===== src/hdl/assert_macros.svh =====
// ---------------------------------------------------------------------------
// Assertion macros
// Shared concurrent assertion forms for the RTL, empty when SYNTH is defined.
// ---------------------------------------------------------------------------
`ifndef ASSERT_MACROS_SVH
`define ASSERT_MACROS_SVH

`ifndef SYNTH

// Expression holds at every clock edge outside reset.
`define ASSERT_ALWAYS(label, clk, rst_n, expr) \
    label: assert property (@(posedge clk) disable iff (!rst_n) (expr)) \
        else $error("assertion failed in %m");

// Consequent holds in the same cycle as the antecedent.
`define ASSERT_IMPLIES(label, clk, rst_n, ante, cons) \
    label: assert property (@(posedge clk) disable iff (!rst_n) (ante) |-> (cons)) \
        else $error("assertion failed in %m");

// Consequent holds in the cycle after the antecedent.
`define ASSERT_NEXT(label, clk, rst_n, ante, cons) \
    label: assert property (@(posedge clk) disable iff (!rst_n) (ante) |=> (cons)) \
        else $error("assertion failed in %m");

`else

`define ASSERT_ALWAYS(label, clk, rst_n, expr)
`define ASSERT_IMPLIES(label, clk, rst_n, ante, cons)
`define ASSERT_NEXT(label, clk, rst_n, ante, cons)

`endif

`endif


===== src/hdl/twl_pkg.sv =====
// ---------------------------------------------------------------------------
// Trie word lookup package
// Widths, operation codes and record types shared by the lookup unit.
// ---------------------------------------------------------------------------
package twl_pkg;

    localparam int NODE_AW    = 16;
    localparam int NODE_COUNT = 1 << NODE_AW;
    localparam int SYM_W      = 8;
    localparam int INFO_BITS  = 20;

    // Depth of the queue between the front and the back.
    localparam int QDEPTH = 4;
    localparam int QAW    = $clog2(QDEPTH);
    localparam int QCW    = QAW + 1;

    // Operation codes assigned by the front.
    localparam logic [1:0] OP_NODE_WR  = 2'd0;
    localparam logic [1:0] OP_CHAR     = 2'd1;
    localparam logic [1:0] OP_WORD_END = 2'd2;

    typedef struct packed {
        logic [SYM_W-1:0]     sym;
        logic [NODE_AW-1:0]   child;
        logic [NODE_AW-1:0]   sib;
        logic [INFO_BITS-1:0] info;
        logic                 has_child;
        logic                 has_sib;
        logic                 has_info;
    } node_t;

    typedef struct packed {
        logic [1:0]         op;
        logic [NODE_AW-1:0] addr;
        node_t              node;
        logic [SYM_W-1:0]   ch;
    } entry_t;

    // Head of the queue as seen by the back.
    typedef struct packed {
        logic   valid;
        entry_t entry;
    } head_t;

endpackage


===== src/hdl/twl_in_if.sv =====
// ---------------------------------------------------------------------------
// Trie word lookup input channel
// Valid/ready channel that carries node writes and lookup characters.
// ---------------------------------------------------------------------------
interface twl_in_if;

    logic        valid;
    logic        ready;
    logic        kind;
    logic [15:0] node_addr;
    logic [7:0]  node_symbol;
    logic [15:0] node_child;
    logic [15:0] node_sibling;
    logic [19:0] node_info;
    logic        node_has_child;
    logic        node_has_sibling;
    logic        node_has_info;
    logic [7:0]  lookup_char;
    logic        word_end;

    modport source (
        output valid, kind, node_addr, node_symbol, node_child, node_sibling,
               node_info, node_has_child, node_has_sibling, node_has_info,
               lookup_char, word_end,
        input  ready
    );

    modport sink (
        input  valid, kind, node_addr, node_symbol, node_child, node_sibling,
               node_info, node_has_child, node_has_sibling, node_has_info,
               lookup_char, word_end,
        output ready
    );

endinterface


===== src/hdl/twl_front.sv =====
// ---------------------------------------------------------------------------
// Trie word lookup front
// Accepts input beats, classifies them into operations and queues them.
// ---------------------------------------------------------------------------
`include "assert_macros.svh"

module twl_front (
    input  logic            clk,
    input  logic            rst_n,
    twl_in_if.sink          in_ch,
    output twl_pkg::head_t  head,
    input  logic            pop
);

    twl_pkg::entry_t              q_mem [twl_pkg::QDEPTH];
    logic [twl_pkg::QAW-1:0]      wr_ptr_reg;
    logic [twl_pkg::QAW-1:0]      wr_ptr_next;
    logic [twl_pkg::QAW-1:0]      rd_ptr_reg;
    logic [twl_pkg::QAW-1:0]      rd_ptr_next;
    logic [twl_pkg::QCW-1:0]      cnt_reg;
    logic [twl_pkg::QCW-1:0]      cnt_next;
    logic                         push;
    logic                         do_pop;
    twl_pkg::entry_t              new_entry;

    // Classify the incoming beat.
    always_comb
    begin
        new_entry.addr           = in_ch.node_addr;
        new_entry.node.sym       = in_ch.node_symbol;
        new_entry.node.child     = in_ch.node_child;
        new_entry.node.sib       = in_ch.node_sibling;
        new_entry.node.info      = in_ch.node_info;
        new_entry.node.has_child = in_ch.node_has_child;
        new_entry.node.has_sib   = in_ch.node_has_sibling;
        new_entry.node.has_info  = in_ch.node_has_info;
        new_entry.ch             = in_ch.lookup_char;
        if (!in_ch.kind)
        begin
            new_entry.op = twl_pkg::OP_NODE_WR;
        end
        else if (in_ch.word_end)
        begin
            new_entry.op = twl_pkg::OP_WORD_END;
        end
        else
        begin
            new_entry.op = twl_pkg::OP_CHAR;
        end
    end

    assign in_ch.ready = (cnt_reg != twl_pkg::QCW'(twl_pkg::QDEPTH));
    assign push        = in_ch.valid && in_ch.ready;
    assign do_pop      = pop && (cnt_reg != '0);

    assign head.valid = (cnt_reg != '0);
    assign head.entry = q_mem[rd_ptr_reg];

    always_comb
    begin
        wr_ptr_next = push   ? wr_ptr_reg + 1'b1 : wr_ptr_reg;
        rd_ptr_next = do_pop ? rd_ptr_reg + 1'b1 : rd_ptr_reg;
        cnt_next    = cnt_reg;
        if (push && !do_pop)
        begin
            cnt_next = cnt_reg + 1'b1;
        end
        else if (do_pop && !push)
        begin
            cnt_next = cnt_reg - 1'b1;
        end
    end

    always_ff @(posedge clk)
    begin
        if (push)
        begin
            q_mem[wr_ptr_reg] <= new_entry;
        end
    end

    always_ff @(posedge clk or negedge rst_n)
    begin
        if (!rst_n)
        begin
            wr_ptr_reg <= '0;
            rd_ptr_reg <= '0;
            cnt_reg    <= '0;
        end
        else
        begin
            wr_ptr_reg <= wr_ptr_next;
            rd_ptr_reg <= rd_ptr_next;
            cnt_reg    <= cnt_next;
        end
    end

    `ASSERT_ALWAYS(a_cnt_in_range, clk, rst_n, cnt_reg <= twl_pkg::QCW'(twl_pkg::QDEPTH))
    `ASSERT_IMPLIES(a_pop_not_empty, clk, rst_n, pop, cnt_reg != '0)
    `ASSERT_NEXT(a_push_counts, clk, rst_n, push && !pop, cnt_reg == $past(cnt_reg) + 1'b1)

endmodule


===== src/flat_wrapper.sv =====
// flat-port wrapper written by rule: the top's interface ports become plain ports
module twl_front_flat 
  (clk, rst_n, head, pop, in_ch_valid, in_ch_kind, in_ch_node_addr, in_ch_node_symbol, in_ch_node_child, in_ch_node_sibling, in_ch_node_info, in_ch_node_has_child, in_ch_node_has_sibling, in_ch_node_has_info, in_ch_lookup_char, in_ch_word_end, in_ch_ready);
  twl_in_if in_ch_i ();
  input  logic clk;
  input  logic rst_n;
  output twl_pkg::head_t head;
  input  logic pop;
  input wire logic [$bits(in_ch_i.valid)-1:0] in_ch_valid;
  input wire logic [$bits(in_ch_i.kind)-1:0] in_ch_kind;
  input wire logic [$bits(in_ch_i.node_addr)-1:0] in_ch_node_addr;
  input wire logic [$bits(in_ch_i.node_symbol)-1:0] in_ch_node_symbol;
  input wire logic [$bits(in_ch_i.node_child)-1:0] in_ch_node_child;
  input wire logic [$bits(in_ch_i.node_sibling)-1:0] in_ch_node_sibling;
  input wire logic [$bits(in_ch_i.node_info)-1:0] in_ch_node_info;
  input wire logic [$bits(in_ch_i.node_has_child)-1:0] in_ch_node_has_child;
  input wire logic [$bits(in_ch_i.node_has_sibling)-1:0] in_ch_node_has_sibling;
  input wire logic [$bits(in_ch_i.node_has_info)-1:0] in_ch_node_has_info;
  input wire logic [$bits(in_ch_i.lookup_char)-1:0] in_ch_lookup_char;
  input wire logic [$bits(in_ch_i.word_end)-1:0] in_ch_word_end;
  output wire logic [$bits(in_ch_i.ready)-1:0] in_ch_ready;
  assign in_ch_i.valid = in_ch_valid;
  assign in_ch_i.kind = in_ch_kind;
  assign in_ch_i.node_addr = in_ch_node_addr;
  assign in_ch_i.node_symbol = in_ch_node_symbol;
  assign in_ch_i.node_child = in_ch_node_child;
  assign in_ch_i.node_sibling = in_ch_node_sibling;
  assign in_ch_i.node_info = in_ch_node_info;
  assign in_ch_i.node_has_child = in_ch_node_has_child;
  assign in_ch_i.node_has_sibling = in_ch_node_has_sibling;
  assign in_ch_i.node_has_info = in_ch_node_has_info;
  assign in_ch_i.lookup_char = in_ch_lookup_char;
  assign in_ch_i.word_end = in_ch_word_end;
  assign in_ch_ready = in_ch_i.ready;
  twl_front u_core (.clk(clk), .rst_n(rst_n), .in_ch(in_ch_i), .head(head), .pop(pop));
endmodule

===== config.mk =====
export PLATFORM = sky130hd
export DESIGN_NAME = twl_front_flat
export DESIGN_NICKNAME = d
export VERILOG_FILES = /design/src/hdl/twl_pkg.sv /design/src/hdl/twl_in_if.sv /design/src/hdl/twl_front.sv /design/src/flat_wrapper.sv
export VERILOG_INCLUDE_DIRS = /design/src /design/src/hdl
export SDC_FILE = /design/constraint.sdc
export NUM_CORES = 1
export LEC_CHECK = 0
export ABC_AREA = 1
export BUFFER_PORTS_ARGS = -buffer_cell sky130_fd_sc_hd__buf_4
export CORE_MARGIN = 2
export CORE_UTILIZATION = 61
export DETAILED_ROUTE_END_ITERATION = 6
export GPL_ROUTABILITY_DRIVEN = 0
export PLACE_DENSITY = 0.82
export SLEW_MARGIN = 20
export SYNTH_ARGS = -nofsm -noshare
export SYNTH_HDL_FRONTEND = slang
export SYNTH_SLANG_ARGS = --single-unit
export TNS_END_PERCENT = 1

===== constraint.sdc =====
create_clock -name clk -period 7.25 [get_ports clk]
set_input_delay 1.45 -clock clk [delete_from_list [all_inputs] [get_ports clk]]
set_output_delay 1.45 -clock clk [all_outputs]
set_load 0.01 [all_outputs]

# After elaboration in Yosys (flattened, before gate mapping)
# Memories as Yosys holds them, arrays and structs flattened.
# Index checks and enable logic that the tools add are counted.
totals:
  input_bits: 93
  memories: 1
  mem_bits_rw: 356
  word_cells: 23
  reg_bits: 7
  out_inout_bits: 91
memory_table:
  columns: ["name", "words", "width", "read_ports", "rd_clocked_by_memory_dff", "write_ports", "line", "source"]
  rows:
  - ["u_core.q_mem", 4, 89, 1, 0, 1, "twl_front.sv:15", "twl_pkg::entry_t q_mem [twl_pkg::QDEPTH];"]
classes:
  n_reduce_logical: 8
  eq_ne: 1
  muxes: 6
  n_addsub: 4
ops:
  columns: ["op", "n"]
  rows:
  - ["two-way mux 3 bit", 2]
  - ["adder 2 x 1 -> 2 bit, second input constant", 2]
  - ["logical AND 1 bit", 4]
  - ["two-way mux 2 bit", 2]
  - ["adder 3 x 1 -> 3 bit, second input constant", 1]
  - ["inequality test 3 bit, second input constant", 1]
  - ["nonzero test 3 bit", 1]
  - ["subtractor 3 x 1 -> 3 bit, second input constant", 1]
  - ["logical NOT 1 bit", 2]
  - ["two-way mux 1 bit", 2]
  - ["nonzero test 2 bit", 1]

# Longest topological paths before layout
depth:
  depth_word: 6
  mapped_depth: 12
  ltp_nobuf: 12

# Worst setup path after synthesis
# OpenSTA, ideal clock, no wires.
synth_path:
  kind: "in2reg"
  from: "in in_ch_valid"
  to: "mem u_core.q_mem[0][0] in the netlist's numbering, enable pin"
  required_ns: 6.712
  cell_stages: 2
  setup_time_ns: 0.538
  setup_slack_ns: 1.404
  t_arrival_ns: 5.308
  cell_sequence: "nand2_1 nor2_1"
synth_via:
  elab_chain_cells: 3
synth_rtl:
  columns: ["item", "line", "source"]
  rows:
  - ["start: declaration", "flat_wrapper.sv:9", "input wire logic [$bits(in_ch_i.valid)-1:0] in_ch_valid;"]
  - ["logical AND 1 bit", "twl_front.sv:53", "assign push = in_ch.valid && in_ch.ready;"]
  - ["two-way mux 1 bit", "twl_front.sv:76", "if (push)"]
  - ["two-way mux 1 bit (implied by the code)", "twl_front.sv:78", "q_mem[wr_ptr_reg] <= new_entry;"]
  - ["end: declaration", "twl_front.sv:15", null]
# Every way passes these cells.

==> flow_summary.toml <==
[routing]
dr.pass1.iters = 5
post-route-drc-count = 0
wl_per_cell_um = 17.0
drt_iter0_markers = 624
vias = 8650
vias_per_cell = 5.34
wirelength_mm = 27.6
ant_nets = 0

[setup_path]
critical_path_required_ps = 5800
crit_chain = "inv_8 > buf_4 > nand2_1 > o211ai_1 > nand2_1 > buf_4"
crit_type = "reg2out"
worstSetupEndpointType = "output pin"
slowest_delay_ps = 890
crit_path_start_kind = "register"
worst_path_max_delay_cell = "buf_4"
cp_max_fo = 208
cp_data_arrival_time_ps = 3280

[floorplan]
num_rows = 56
initial_utilization_pct = 62.1
fp.dieW_um = 159
top_level_ports = 184
die_h_um = 159
placeableCoreArea_mm2 = 0.0235
dieArea_mm2 = 0.0251

[place]
io_buffer_count = 183
dp_hpwl_mm = 15.8

[sta]
fin_tns_setup_ps = 0
worst_slew_pin_slew_ps = 1100
rsz0062_at_grt = "no"
finClkSkew_ps = 16.8
hold_slack_ps = 523
fin_crit_sh_pct = 65.2
slew_violations = 0
hold_violations = 0
fmax_ghz = 0.211
relSlewSlack_pct = 26.9
period_minus_slack_ps = 4730
final-setup-viol-count = 0

[clocking]
cts_root_buf = "clkbuf_16"
clk_pin_slew_ps = 60
htree_levels = 2
postCtsSetupRepairBufs = 0
cts.sink_count = 363
cts_resized = 0
cts_buffers = 36
cts_max_path_buffers = 3
cts_tree = "done"
clk_latency_ps = 500
cts_hold_buf = 0

[grt]
grt_pass1_wl_mm = 42.2
grt_pass1_vias = 8511
antenna_found_initial = 1
grt_overflow = 0
grt_usage_pct = 22.0
grt_max_degree = 209

[job]
drv_cap = 0

[min_path]
min_path_type = "reg2reg"

[cells_and_area]
layout_common_cells = "edfxtp_1 (356), nand2_1 (286), inv_1 (193), buf_4 (193), o211ai_1 (178)"
largest_reg_flops = 356
area_growth_pct = 18.6
finalNetCount = 1374
final_layout_size_suffix_gt1_share_pct = 19.3
final_common_cell = "edfxtp_1"
num-fill-cells = 1443

[logic_synthesis]
netlist_area_mm2 = 0.0146
yosys_warnings = 0
synth_fp_nets = 1200
synth_seq_cells = 363
synth_area_leaders = "edfxtp_1 (73%), o211ai_1 (9.2%), nand2_1 (7.4%)"
synth_top_area_share_pct = 73.3
ys_types = 17
yosys.area.top_type = "edfxtp_1"
ys_seq_area_share_pct = 74.5
postSynthAreaPerCell_um2 = 13.2
synthCells = 1101

[pwr]
p_leak_nw = 6.98
ir_drop_uv = 280
powerDensity_mw_per_mm2 = 414

[status]
status = "complete, no violations"
[critical path: cells and delay by family (launching register included)]
kind	cells	cell delay, ps
buffers and inverters	3	1740
AO/OA/AOI/OAI	1	140
AND/OR/NAND/NOR	2	240
flip-flops	1	450
[power by group]
part	switching [mW]	leakage, nW	total [mW]	internal [mW]
Sequential	0.136	3.35	2.90	2.76
Combinational	1.48	3.06	2.39	0.903
Clock	0.716	0.580	1.88	1.16
[cell families (layout without fill, tap and decap cells)]
group           after synthesis  after routing  share of synthesized area (%)
xor+xnor                      1              1                         0.0601
simple gates                299            299                           7.78
fa+ha+maj                     6              6                          0.567
flops                       363            363                           74.5
compound gates              179            179                           9.20
buf+inv                     253            452                           7.85
other cells                   0              1                              0
[cells in the mapped netlist]
master and number:
buf_4 5, ha_1 5, nand2_1 286, inv_1 193, clkbuf_1 8, o21ai_0 1, o211ai_1 178, nand4_1 1
buf_2 26, fa_1 1, edfxtp_1 356, dfrtp_1 7, buf_6 19, nor2_1 5, xnor2_1 1, nand3_1 7
inv_2 2
[metal layers]
layer	global-route usage [%]	vias up	wire length, µm
met5	0	-	0
met4	7.64	0	703
met3	5.39	50	1910
met2	38.8	245	14100
met1	26.6	4166	10900
li1	-	4189	-
[through the flow]
| stage | instances | instance area [µm²] | power, mW | util (%) | setup slack (ps) |
|---|---|---|---|---|---|
| floorplan | 1101 | 14600 | 4.46 | - | 1400 |
| global placement | 1556 | 16100 | 5.27 | 68.5 | 3270 |
| detailed placement | 1556 | 16100 | 5.35 | 68.5 | 3160 |
| CTS | 1619 | 17300 | 7.22 | 73.6 | 2620 |
| global route | 1620 | 17300 | 7.58 | 73.6 | 2320 |
| finish | 1620 | 17300 | 7.16 | 73.6 | 2520 |
[final cells by class]
type / count / area, µm² / area share (%)
diodes: 1 / 2.50 / 0.0145
clock buffers: 48 / 977 / 5.65
clock inverters: 15 / 226 / 1.31
inverters: 195 / 741 / 4.29
multi-input cells: 485 / 2600 / 15.0
flip-flops and latches: 363 / 10900 / 62.9
well taps: 319 / 399 / 2.31
repair buffers: 194 / 1470 / 8.50
[worst paths after layout]
kind / start / to / slack [ps] / cells past startpoint
hold / removal: u_core.cnt_reg[2]$_DFFE_PN0P_ / u_core.cnt_reg[2]$_DFFE_PN0P_ / 520 / 2
setup reg to reg: u_core.cnt_reg[1]$_DFFE_PN0P_ / u_core.q_mem[3][55]$_DFFE_PP_ / 4190 / 5
setup / recovery: u_core.rd_ptr_reg[0]$_DFFE_PN0P_ / head[32] / 2520 / 6
max in group asynchronous: rst_n / u_core.rd_ptr_reg[1]$_DFFE_PN0P_ / 6350 / 1
hold reg to reg: u_core.cnt_reg[2]$_DFFE_PN0P_ / u_core.cnt_reg[2]$_DFFE_PN0P_ / 520 / 2
min in group asynchronous: rst_n / u_core.rd_ptr_reg[1]$_DFFE_PN0P_ / 760 / 1
Power figures use the tool's default switching activity.
